$ cat src/design/dssd_pkg.sv
// ============================================================================
// dssd_pkg
// Shared types, constants and the segment code table of the decimal
// seven-segment scan driver.
// ============================================================================
package dssd_pkg;

	// Digit positions shown and buffer geometry
	localparam int DIGIT_COUNT = 8;
	localparam int POS_W       = 3;
	localparam int BUF_DEPTH   = 2 ** POS_W;
	localparam int VALUE_W     = 27;
	localparam int BCD_W       = 4 * DIGIT_COUNT;
	localparam int CNT_W       = $clog2(VALUE_W);
	localparam int SEG_W       = 8;

	localparam logic [POS_W-1:0] LAST_POS = POS_W'(DIGIT_COUNT - 1);

	// Item kinds
	typedef enum logic {
		OP_LOAD = 1'b0,
		OP_SCAN = 1'b1
	} op_t;

	// Sequencer states
	typedef enum logic [1:0] {
		ST_IDLE,
		ST_CONV,
		ST_PLACE,
		ST_SCAN
	} state_t;

	// Converter status toward the sequencer
	typedef struct packed {
		logic done;
		logic ovf;
	} bcd_status_t;

	// Placement control toward the segment buffer
	typedef struct packed {
		logic start;
		logic ovf;
	} place_ctrl_t;

	// Common-cathode pattern of one decimal digit, bit0 = a .. bit6 = g
	function automatic logic [SEG_W-1:0] seg_code(input logic [3:0] digit);
		logic [SEG_W-1:0] code;
		case (digit)
			4'd0:    code = 8'h3F;
			4'd1:    code = 8'h06;
			4'd2:    code = 8'h5B;
			4'd3:    code = 8'h4F;
			4'd4:    code = 8'h66;
			4'd5:    code = 8'h6D;
			4'd6:    code = 8'h7D;
			4'd7:    code = 8'h07;
			4'd8:    code = 8'h7F;
			4'd9:    code = 8'h6F;
			default: code = 8'h00;
		endcase
		return code;
	endfunction

endpackage

$ cat src/design/dssd_item_if.sv
// ============================================================================
// dssd_item_if
// Command channel: a load or scan request with its binary value.
// ============================================================================
interface dssd_item_if;
	logic                         valid;
	logic                         ready;
	logic                         opcode;
	logic [dssd_pkg::VALUE_W-1:0] value;

	modport source (output valid, output opcode, output value, input ready);
	modport sink   (input valid, input opcode, input value, output ready);
endinterface

$ cat src/design/dssd_result_if.sv
// ============================================================================
// dssd_result_if
// Display channel: one digit position and its segment pattern per transaction.
// ============================================================================
interface dssd_result_if;
	logic                       valid;
	logic                       ready;
	logic [dssd_pkg::POS_W-1:0] digit_select;
	logic [dssd_pkg::SEG_W-1:0] segments;
	logic                       last_digit;

	modport source (output valid, output digit_select, output segments, output last_digit,
		input ready);
	modport sink   (input valid, input digit_select, input segments, input last_digit,
		output ready);
endinterface

$ cat src/design/dssd_bcd_unit.sv
// ============================================================================
// dssd_bcd_unit
// Iterative binary to BCD converter: one add-3 and shift step per cycle.
// Digits above the buffer width fall off the top and set a sticky flag.
// ============================================================================
module dssd_bcd_unit (
	input  logic                         clk,
	input  logic                         arst_n,
	input  logic                         start,
	input  logic [dssd_pkg::VALUE_W-1:0] value,
	output dssd_pkg::bcd_status_t        status,
	output logic [dssd_pkg::BCD_W-1:0]   bcd
);

	logic                         busy_q;
	logic                         done_q;
	logic                         ovf_q;
	logic [dssd_pkg::CNT_W-1:0]   cnt_q;
	logic [dssd_pkg::VALUE_W-1:0] bin_q;
	logic [dssd_pkg::BCD_W-1:0]   bcd_q;
	logic [dssd_pkg::BCD_W-1:0]   adj;

	// Add 3 to every digit of 5 or more before the shift
	always_comb begin
		for (int i = 0; i < dssd_pkg::DIGIT_COUNT; i++) begin
			if (bcd_q[4*i +: 4] >= 4'd5) begin
				adj[4*i +: 4] = bcd_q[4*i +: 4] + 4'd3;
			end else begin
				adj[4*i +: 4] = bcd_q[4*i +: 4];
			end
		end
	end

	// Step counter and overflow flag
	always_ff @(posedge clk or negedge arst_n) begin
		if (!arst_n) begin
			busy_q <= 1'b0;
			done_q <= 1'b0;
			ovf_q  <= 1'b0;
			cnt_q  <= '0;
		end else begin
			done_q <= 1'b0;
			if (start) begin
				busy_q <= 1'b1;
				ovf_q  <= 1'b0;
				cnt_q  <= dssd_pkg::CNT_W'(dssd_pkg::VALUE_W - 1);
			end else if (busy_q) begin
				ovf_q <= ovf_q | adj[dssd_pkg::BCD_W-1];
				if (cnt_q == '0) begin
					busy_q <= 1'b0;
					done_q <= 1'b1;
				end else begin
					cnt_q <= cnt_q - 1'b1;
				end
			end
		end
	end

	// Shift the binary value into the digit register, MSB first
	always_ff @(posedge clk) begin
		if (start) begin
			bin_q <= value;
			bcd_q <= '0;
		end else if (busy_q) begin
			bcd_q <= {adj[dssd_pkg::BCD_W-2:0], bin_q[dssd_pkg::VALUE_W-1]};
			bin_q <= {bin_q[dssd_pkg::VALUE_W-2:0], 1'b0};
		end
	end

	assign status.done = done_q;
	assign status.ovf  = ovf_q;
	assign bcd         = bcd_q;

endmodule

$ cat src/design/dssd_seg_buffer.sv
// ============================================================================
// dssd_seg_buffer
// Segment buffer with a placement sweep that writes one position per cycle,
// leftmost first, blanking leading zeros.
// ============================================================================
module dssd_seg_buffer (
	input  logic                       clk,
	input  logic                       arst_n,
	input  dssd_pkg::place_ctrl_t      ctrl,
	input  logic [dssd_pkg::BCD_W-1:0] bcd,
	output logic                       done,
	input  logic [dssd_pkg::POS_W-1:0] rd_addr,
	output logic [dssd_pkg::SEG_W-1:0] rd_data
);

	logic                       busy_q;
	logic                       done_q;
	logic                       seen_q;
	logic [dssd_pkg::POS_W-1:0] pos_q;
	logic [dssd_pkg::BCD_W-1:0] digits_q;
	logic [dssd_pkg::SEG_W-1:0] buf_q [dssd_pkg::BUF_DEPTH];
	logic [3:0]                 top_digit;
	logic                       show;
	logic [dssd_pkg::SEG_W-1:0] wdata;

	// Decide blank or pattern for the current position
	always_comb begin
		top_digit = digits_q[dssd_pkg::BCD_W-1 -: 4];
		show      = seen_q || (top_digit != 4'd0) || (pos_q == dssd_pkg::LAST_POS);
		wdata     = show ? dssd_pkg::seg_code(top_digit) : '0;
	end

	// Sweep positions and write the buffer
	always_ff @(posedge clk or negedge arst_n) begin
		if (!arst_n) begin
			busy_q <= 1'b0;
			done_q <= 1'b0;
			seen_q <= 1'b0;
			pos_q  <= '0;
			for (int i = 0; i < dssd_pkg::BUF_DEPTH; i++) begin
				buf_q[i] <= '0;
			end
		end else begin
			done_q <= 1'b0;
			if (ctrl.start) begin
				busy_q <= 1'b1;
				seen_q <= ctrl.ovf;
				pos_q  <= '0;
			end else if (busy_q) begin
				buf_q[pos_q] <= wdata;
				seen_q       <= show;
				if (pos_q == dssd_pkg::LAST_POS) begin
					busy_q <= 1'b0;
					done_q <= 1'b1;
				end else begin
					pos_q <= pos_q + 1'b1;
				end
			end
		end
	end

	// Advance to the next digit, most significant first
	always_ff @(posedge clk) begin
		if (ctrl.start) begin
			digits_q <= bcd;
		end else if (busy_q) begin
			digits_q <= {digits_q[dssd_pkg::BCD_W-5:0], 4'd0};
		end
	end

	assign done    = done_q;
	assign rd_data = buf_q[rd_addr];

endmodule

$ cat src/design/decimal_seven_segment_scan_driver_core.sv
// ============================================================================
// decimal_seven_segment_scan_driver_core
// Eight-digit decimal seven-segment driver with an iterative BCD converter.
// ============================================================================
// Usage:
//   item   : command channel. opcode OP_LOAD converts value into the display
//            buffer and gives no result; opcode OP_SCAN emits eight results.
//   result : one transaction per digit position, 0 (leftmost) to 7, with its
//            common-cathode segment byte; last_digit marks position 7.
// Timing:
//   A load runs 27 add-3/shift steps on the converter, then buffer placement
//   of the eight positions; item.ready returns once placement is done.
//   A scan presents one position per cycle while result.ready is high;
//   item.ready returns after the last transaction.
//   One item is worked on at a time; item.ready is low while busy.
// Reset:
//   arst_n clears the sequencer and blanks every buffer position.
// Stall:
//   A low result.ready holds the current position and its pattern steady.
//   Values beyond eight digits keep their eight low digits, all shown.
// ============================================================================
module decimal_seven_segment_scan_driver_core (
	input  logic          clk,
	input  logic          arst_n,
	dssd_item_if.sink     item,
	dssd_result_if.source result
);

	dssd_pkg::state_t           state_q;
	dssd_pkg::state_t           state_d;
	logic [dssd_pkg::POS_W-1:0] scan_pos_q;
	logic [dssd_pkg::POS_W-1:0] scan_pos_d;
	logic                       item_acc;
	logic                       res_acc;
	logic                       conv_start;
	logic                       place_done;
	dssd_pkg::bcd_status_t      conv_status;
	dssd_pkg::place_ctrl_t      place_ctrl;
	logic [dssd_pkg::BCD_W-1:0] bcd;
	logic [dssd_pkg::SEG_W-1:0] rd_data;

	dssd_bcd_unit u_bcd (
		.clk    (clk),
		.arst_n (arst_n),
		.start  (conv_start),
		.value  (item.value),
		.status (conv_status),
		.bcd    (bcd)
	);

	dssd_seg_buffer u_buf (
		.clk     (clk),
		.arst_n  (arst_n),
		.ctrl    (place_ctrl),
		.bcd     (bcd),
		.done    (place_done),
		.rd_addr (scan_pos_q),
		.rd_data (rd_data)
	);

	// Sequencer state register
	always_ff @(posedge clk or negedge arst_n) begin
		if (!arst_n) begin
			state_q    <= dssd_pkg::ST_IDLE;
			scan_pos_q <= '0;
		end else begin
			state_q    <= state_d;
			scan_pos_q <= scan_pos_d;
		end
	end

	// Next state and channel outputs
	always_comb begin
		state_d             = state_q;
		scan_pos_d          = scan_pos_q;
		item.ready          = (state_q == dssd_pkg::ST_IDLE);
		item_acc            = item.valid && item.ready;
		result.valid        = (state_q == dssd_pkg::ST_SCAN);
		res_acc             = result.valid && result.ready;
		result.digit_select = scan_pos_q;
		result.segments     = rd_data;
		result.last_digit   = (scan_pos_q == dssd_pkg::LAST_POS);
		conv_start          = 1'b0;
		place_ctrl.start    = 1'b0;
		place_ctrl.ovf      = conv_status.ovf;
		case (state_q)
			dssd_pkg::ST_IDLE: begin
				if (item_acc) begin
					if (item.opcode == dssd_pkg::OP_LOAD) begin
						conv_start = 1'b1;
						state_d    = dssd_pkg::ST_CONV;
					end else begin
						scan_pos_d = '0;
						state_d    = dssd_pkg::ST_SCAN;
					end
				end
			end
			dssd_pkg::ST_CONV: begin
				if (conv_status.done) begin
					place_ctrl.start = 1'b1;
					state_d          = dssd_pkg::ST_PLACE;
				end
			end
			dssd_pkg::ST_PLACE: begin
				if (place_done) begin
					state_d = dssd_pkg::ST_IDLE;
				end
			end
			dssd_pkg::ST_SCAN: begin
				if (res_acc) begin
					if (result.last_digit) begin
						state_d = dssd_pkg::ST_IDLE;
					end else begin
						scan_pos_d = scan_pos_q + 1'b1;
					end
				end
			end
			default: begin
				state_d = dssd_pkg::ST_IDLE;
			end
		endcase
	end

`ifndef ASSERT_OFF
	// Commands and results never overlap
	a_no_overlap: assert property (@(posedge clk) disable iff (!arst_n)
		item.ready |-> !result.valid)
		else $error("command taken while results pending");

	// A taken load starts conversion on the next cycle
	a_load_conv: assert property (@(posedge clk) disable iff (!arst_n)
		(item_acc && item.opcode == dssd_pkg::OP_LOAD) |=> state_q == dssd_pkg::ST_CONV)
		else $error("load did not start conversion");

	// A taken scan starts at the leftmost position
	a_scan_first: assert property (@(posedge clk) disable iff (!arst_n)
		(item_acc && item.opcode == dssd_pkg::OP_SCAN) |=>
		(result.valid && result.digit_select == '0))
		else $error("scan did not start at position zero");

	// Positions advance by one after each non-final transaction
	a_scan_step: assert property (@(posedge clk) disable iff (!arst_n)
		(res_acc && !result.last_digit) |=>
		(result.valid && result.digit_select == $past(result.digit_select) + 1'b1))
		else $error("scan position skipped");

	// Placement finishes only while placing
	a_place_done: assert property (@(posedge clk) disable iff (!arst_n)
		place_done |-> state_q == dssd_pkg::ST_PLACE)
		else $error("placement done outside placement");
`endif

endmodule

$ cat src/flat_wrapper.sv
// flat-port wrapper written by rule: the top's interface ports become plain ports
module decimal_seven_segment_scan_driver_core_flat 
  (clk, arst_n, item_valid, item_opcode, item_value, item_ready, result_valid, result_digit_select, result_segments, result_last_digit, result_ready);
  dssd_item_if item_i ();
  dssd_result_if result_i ();
  input  logic clk;
  input  logic arst_n;
  input wire logic [$bits(item_i.valid)-1:0] item_valid;
  input wire logic [$bits(item_i.opcode)-1:0] item_opcode;
  input wire logic [$bits(item_i.value)-1:0] item_value;
  output wire logic [$bits(item_i.ready)-1:0] item_ready;
  output wire logic [$bits(result_i.valid)-1:0] result_valid;
  output wire logic [$bits(result_i.digit_select)-1:0] result_digit_select;
  output wire logic [$bits(result_i.segments)-1:0] result_segments;
  output wire logic [$bits(result_i.last_digit)-1:0] result_last_digit;
  input wire logic [$bits(result_i.ready)-1:0] result_ready;
  assign item_i.valid = item_valid;
  assign item_i.opcode = item_opcode;
  assign item_i.value = item_value;
  assign item_ready = item_i.ready;
  assign result_valid = result_i.valid;
  assign result_digit_select = result_i.digit_select;
  assign result_segments = result_i.segments;
  assign result_last_digit = result_i.last_digit;
  assign result_i.ready = result_ready;
  decimal_seven_segment_scan_driver_core u_core (.clk(clk), .arst_n(arst_n), .item(item_i), .result(result_i));
endmodule
$ cat config.mk
export PLATFORM = sky130hd
export DESIGN_NAME = decimal_seven_segment_scan_driver_core_flat
export DESIGN_NICKNAME = d
export VERILOG_FILES = /design/src/design/dssd_pkg.sv /design/src/design/dssd_item_if.sv /design/src/design/dssd_result_if.sv /design/src/design/dssd_bcd_unit.sv /design/src/design/dssd_seg_buffer.sv /design/src/design/decimal_seven_segment_scan_driver_core.sv /design/src/flat_wrapper.sv
export SDC_FILE = /design/constraint.sdc
export NUM_CORES = 1
export LEC_CHECK = 0
export BUFFER_PORTS_ARGS = -buffer_cell sky130_fd_sc_hd__buf_4
export CAP_MARGIN = 25
export CORE_MARGIN = 4
export CORE_UTILIZATION = 50
export CTS_CLUSTER_SIZE = 10
export DETAILED_ROUTE_END_ITERATION = 8
export GPL_TIMING_DRIVEN = 0
export PLACE_DENSITY = 0.67
export SKIP_CTS_REPAIR_TIMING = 1
export SLEW_MARGIN = 20
export SYNTH_ARGS = -nofsm -noshare
export SYNTH_HDL_FRONTEND = slang
export SYNTH_SLANG_ARGS = --single-unit
$ cat constraint.sdc
create_clock -name clk -period 2.79 [get_ports clk]
set_input_delay 0.837 -clock clk [delete_from_list [all_inputs] [get_ports clk]]
set_output_delay 0.837 -clock clk [all_outputs]
set_load 0.03 [all_outputs]
### Word-level counts from Yosys, hierarchy flattened

Memory sizes are Yosys's and may differ from the RTL's. A register that Yosys moved wholly into a read port is not among the register bits.
Cells that the tools add are included.

| cells by class | value |
|---|---|
| $add $sub $neg | 11 |
| order comparisons | 11 |
| equality and inequality tests | 14 |
| mux-type cells | 59 |
| bitwise logic cells | 4 |
| reductions and logical operators | 16 |

Operator list:

| kind | count |
|---|---|
| $bwmux W64 | 1 |
| $mux W32 | 2 |
| $mux W27 | 2 |
| $mux W4 | 9 |
| $add A4 B2 Y4 const B | 8 |
| $ge A4 B3 Y1 const B | 8 |
| $mux W8 | 4 |
| $bmux W8 S3 | 1 |
| $demux W8 S3 | 1 |
| $mux W1 | 21 |
| $mux W3 | 7 |
| $mux W5 | 3 |
| $mux W2 | 6 |
| $ne A2 B1 Y1 const B | 5 |
| $reduce_and A5 Y1 | 2 |
| $ge A4 B4 Y1 const B | 2 |
| $ne A2 B2 Y1 const B | 4 |
| $not A3 Y4 | 2 |
| $pmux W2 S4 | 1 |
| $add A3 B1 Y3 const B | 2 |
| $eq A3 B3 Y1 const B | 2 |
| $pmux W3 S2 | 1 |
| $reduce_and A2 Y1 | 3 |
| $reduce_bool A2 Y1 | 3 |
| 11 further kinds | 15 |

| storage, ports and cells | value |
|---|---|
| register bits after elaboration | 174 |
| ROM bits | 112 |
| output and inout bits | 14 |
| word-level logic and storage cells | 137 |
| memories | 1 |

Memory list:

| name | words | width | rd ports | clocked after memory_dff | write ports | RTL line | source |
|---|---|---|---|---|---|---|---|
| (name not given) | 16 | 7 | 1 | 1 | 0 | dssd_pkg.sv:48 | `case (digit)` |

### Depth between registers and ports, before layout

| depth | value |
|---|---|
| word-level depth | 6 |
| depth in mapped cells | 11 |
| gate-level depth less buffers | 8 |

### Modules after synthesis

Synthesis repeated with hierarchy kept, for this count alone.

| second synthesis, totals | value |
|---|---|
| cells, all modules | 743 |
| area, all modules | 8584.5 um2 |

By module, submodules not included:

| module | instances | cells an instance | area each (um2) | sequential area each (um2) |
|---|---|---|---|---|
| dssd_seg_buffer | 1 | 348 | 4668.2 | 2652.5 |
| dssd_bcd_unit | 1 | 366 | 3580.9 | 1651.6 |
| decimal_seven_segment_scan_driver_core | 1 | 29 | 335.3 | 125.1 |

### Worst setup path before layout

OpenSTA, ideal clock, no wires.

| timing | value |
|---|---|
| path kind | reg-to-output |
| start | register u_core.scan_pos_q (netlist bit u_core.result.digit_select[0]) |
| end | output port result_segments[0] |
| arrival | 1951 ps |
| setup slack | 2 ps |
| stages on the path, launching flop included | 5 |
| path buffers | 2 |
| cells stage by stage | dfrtp_1 buf_2 buf_2 mux4_2 mux2_2 |

| between the ends | value |
|---|---|
| word-level cells in the longest chain between the ends | 4 |

Ends and longest elaborated chain:

| element | RTL line | source |
|---|---|---|
| start, declared | decimal_seven_segment_scan_driver_core.sv:31 | `logic [dssd_pkg::POS_W-1:0] scan_pos_q;` |
| start signal, assigned | decimal_seven_segment_scan_driver_core.sv:68 | `scan_pos_q <= scan_pos_d;` |
| $not A3 Y4 (not written as such) | dssd_seg_buffer.sv:72 | `assign rd_data = buf_q[rd_addr];` |
| $bmux W8 S3 | dssd_seg_buffer.sv:72 |  |
| $mux W8 (not written as such) (2 in a row) | dssd_seg_buffer.sv:72 |  |
| end, declared | flat_wrapper.sv:14 | `output wire logic [$bits(result_i.segments)-1:0] result_segments;` |

No other way between the ends. The select of a mux whose other input is x is not followed.

### Worst setup path after layout

| timing | value |
|---|---|
| start | register u_core.scan_pos_q (netlist bit u_core.result.digit_select[0]) |
| end | output port result_segments[4] |

The elaborated chain is that of the path after synthesis.

==> results.json <==
{
  "status": "finished with violations",
  "violations": "negative setup slack",
  "slowest_stage": "mux4_2",
  "dp_hpwl_mm": 12.4,
  "start_util": 0.513,
  "wl_met2_mm": 8.85,
  "ys_seq_area_frac": 0.540,
  "cp.arrival_ps": 2030,
  "drt-met1-wl_mm": 7.83,
  "clock.fmax_mhz": 348,
  "crit_family": "multiplexers",
  "routed_via_density": 5.40,
  "p_clk_frac": 0.233,
  "max_slew_margin": 0.397,
  "swShare": 0.350,
  "yosys.area.top_type": "dfrtp_1",
  "synth_area_leaders": "dfrtp_1, edfxtp_1, dfxtp_1, nand2_1, mux2_2",
  "postSynthAreaPerCell_sq_um": 10.6,
  "drv_slew": 0,
  "max_cap_viol_count": 0,
  "diodes": 0,
  "dieArea_sq_mm": 0.0185,
  "crit_path_start_kind": "register",
  "wl_per_cell_microns": 16.5,
  "routed_wl_mm": 17.7,
  "fill_cells": 1335,
  "cp_cell_sequence": "buf_6, buf_8, mux4_2, mux2_4, buf_6",
  "rsz0062_at_grt": "true",
  "remaining_drc_errors": 0,
  "place.gp.congestion": 0.834,
  "clk_pin_slew_ps": 60,
  "power_frac_seq": 0.401,
  "synth_nets": 835,
  "setup_ws_ps": -80.1,
  "cp-end-kind": "output pin",
  "hold_violations": 0,
  "clock-root-buffer": "clkbuf_16",
  "tns_ps": -466,
  "slowest_delay_ps": 510,
  "multi_input_area_sq_mm": 0.00352,
  "synthCells": 776,
  "worstSetupPathType": "register to output pin",
  "drt_iter0_drc": 334,
  "antenna_found_initial": 0,
  "intPower_w": 0.00672,
  "cts_max_level": 4,
  "grt_max_degree": 76,
  "crit_top_cell": "buf_6",
  "area_growth_pct": 17.2,
  "die_y_microns": 136,
  "overflow": 0,
  "core-area_sq_mm": 0.0160,
  "finalCritPeriodShare": 1.03,
  "ant_nets": 0,
  "synth_edf_count": 59,
  "die_w_microns": 136,
  "clk_latency_ps": 430,
  "clock-sinks": 173,
  "netlist_area_sq_mm": 0.00821,
  "nets": 905,
  "num_vias": 5810,
  "fin_crit_ps": 2870,
  "synth_cell_types": 51,
  "drive_gt1_frac": 0.182,
  "top_layer": "met4",
  "synth_warnings": 0,
  "pin_count": 46,
  "cts_inserted_buffers": 17,
  "grt_pass1_wl_mm": 29.0,
  "grt_usage": 0.201,
  "drtPass1Iterations": 4,
  "hp-class": "input pin to asynchronous set/reset pin",
  "finalSetupViolCount": 7,
  "grt_pass1_vias": 5802,
  "synth_seq_cells": 173,
  "pre_cts_slack_ps": -116,
  "regArea_sq_mm": 0.00443,
  "switchingPower_w": 0.00361,
  "p_per_area_mw_per_mm2": 1070,
  "critPathBufInv": 3,
  "wl_met3_microns": 665,
  "ctsLongestPathBuffers": 2,
  "finalClockSkew_ps": 9.35,
  "cts_tree": "yes",
  "worstMarginPinSlew_ps": 892,
  "p_leak_nw": 4.25,
  "yosysTopAreaCellShare": 0.229,
  "synth-main-ff-cell": "dfrtp_1",
  "port_buffers": 44,
  "worstPathRequired_ps": 1950,
  "placement_rows": 46,
  "path_max_fanout": 5,
  "synthArstFlopShare": 0.434,
  "p_comb_frac": 0.366,
  "ir_drop_uv": 646
}
-- metal layers --
metal	vias to the layer above	track usage
met3	35	0.0433
met5	-	0
met1	2856	0.263
met4	0	0.0705
met2	119	0.333
li1	2800	-
-- final cells by class --
class                   count  share of cell area
repair buffers             51              0.0493
multi-input cells         539               0.366
clock buffers              25              0.0561
flip-flops and latches    173               0.461
well taps                 216              0.0281
inverters                  24             0.00937
clock inverters             7             0.00742
plain buffers              40              0.0230
-- sequential cells by signal, summed over array words and instances, names as in the netlist, named ones only --
| register | count |
|---|---|
| u_core.u_bcd.cnt_q | 5 |
| u_core.u_buf.done | 1 |
| u_core.u_buf.buf_q | 56 |
| u_core.u_buf.busy_q | 1 |
| u_core.u_bcd.ovf_q | 1 |
| u_core.u_bcd.bin_q | 27 |
| u_core.state_q | 2 |
| u_core.u_buf.pos_q | 3 |
| u_core.u_bcd.bcd | 32 |
| u_core.u_buf.digits_q | 32 |
| u_core.u_bcd.done_q | 1 |
| u_core.u_buf.seen_q | 1 |
| u_core.result.digit_select | 3 |
| u_core.u_bcd.busy_q | 1 |
-- cell usage after synthesis, types with 2 or more instances --
library cell / n
nand2_1: 195
dfrtp_1: 75
edfxtp_1: 59
o21ai_0: 58
dfxtp_1: 39
nor2_1: 37
mux2_2: 36
a21oi_1: 28
ha_1: 27
mux2i_1: 27
clkbuf_1: 25
inv_1: 24
nand2b_1: 15
nand3_1: 15
xnor2_1: 15
mux4_2: 14
and2_1: 10
buf_2: 7
o21ai_1: 7
nor3b_1: 6
a211oi_1: 5
nand3b_1: 5
o211ai_1: 4
a21o_1: 3
buf_1: 3
buf_6: 3
or2_2: 3
a22o_1: 2
and3_1: 2
nor2b_1: 2
nor4_1: 2
nor4_4: 2
o21bai_1: 2
o22ai_1: 2
-- power by group through the flow --
stage / registers (W) / clock network [W] / logic (W)
after floorplan: 0.00405 / 0 / 0.00270
after global placement: 0.00413 / 0 / 0.00340
after detailed placement: 0.00416 / 0 / 0.00360
after CTS: 0.00412 / 0.00245 / 0.00362
after global routing: 0.00422 / 0.00257 / 0.00424
final: 0.00414 / 0.00241 / 0.00378
-- stage by stage --
| stage | cells | total power [W] | utilization | area (sq um) | hold WS (ps) |
|---|---|---|---|---|---|
| after floorplan | 776 | 0.00675 | - | 8210 | 434 |
| after global placement | 1036 | 0.00753 | 0.550 | 8810 | 460 |
| after detailed placement | 1037 | 0.00777 | 0.553 | 8850 | 472 |
| after CTS | 1069 | 0.0102 | 0.591 | 9460 | 486 |
| after global routing | 1075 | 0.0110 | 0.601 | 9610 | 336 |
| final | 1075 | 0.0103 | 0.601 | 9610 | 321 |
-- placed cells by master, fill, tap and decap left out, types with 10 or more instances in the layout --
| cell | synthesis | layout |
|---|---|---|
| mux2i_1 | 27 | 27 |
| nor2_1 | 37 | 37 |
| and2_1 | 10 | 10 |
| dfrtp_1 | 75 | 74 |
| nand2b_1 | 15 | 14 |
| nand2_1 | 195 | 195 |
| o21ai_0 | 58 | 58 |
| a21oi_1 | 28 | 28 |
| nand3_1 | 15 | 15 |
| inv_1 | 24 | 24 |
| mux4_2 | 14 | 14 |
| buf_6 | 3 | 11 |
| clkbuf_1 | 25 | 27 |
| buf_4 | 1 | 41 |
| ha_1 | 27 | 27 |
| dfxtp_1 | 39 | 39 |
| xnor2_1 | 15 | 15 |
| edfxtp_1 | 59 | 59 |
| mux2_2 | 36 | 32 |
| clkbuf_16 | 0 | 21 |
-- kinds of logic (layout without fill, tap and decap cells) --
family,Yosys count,count (layout),synth area share
adder cells (fa/ha/maj),27,27,0.0412
flip-flops,173,173,0.540
XOR/XNOR,16,16,0.0171
other,1,1,0.000457
buffers and inverters,64,147,0.0349
AND/OR/NAND/NOR,302,302,0.168
multiplexers,77,77,0.121
AO/OA/AOI/OAI,116,116,0.0779
-- path summary, 6_finish.rpt --
path                                          startpoint                             to  slack (ps)  cells past startpoint
setup reg to reg                       u_core.state_q[0]         u_core.u_bcd.bin_q[14]         490                      3
hold reg to reg                   u_core.u_buf.buf_q[10]         u_core.u_buf.buf_q[10]         480                      2
setup / recovery           u_core.result.digit_select[0]             result_segments[4]         -80                      5
max in group asynchronous                         arst_n  u_core.result.digit_select[1]        1900                      2
min in group clk                  u_core.u_buf.buf_q[10]         u_core.u_buf.buf_q[10]         480                      2
hold / removal                                    arst_n         u_core.u_buf.buf_q[30]         320                      1
Note: power is estimated with default switching activity, not from simulation.
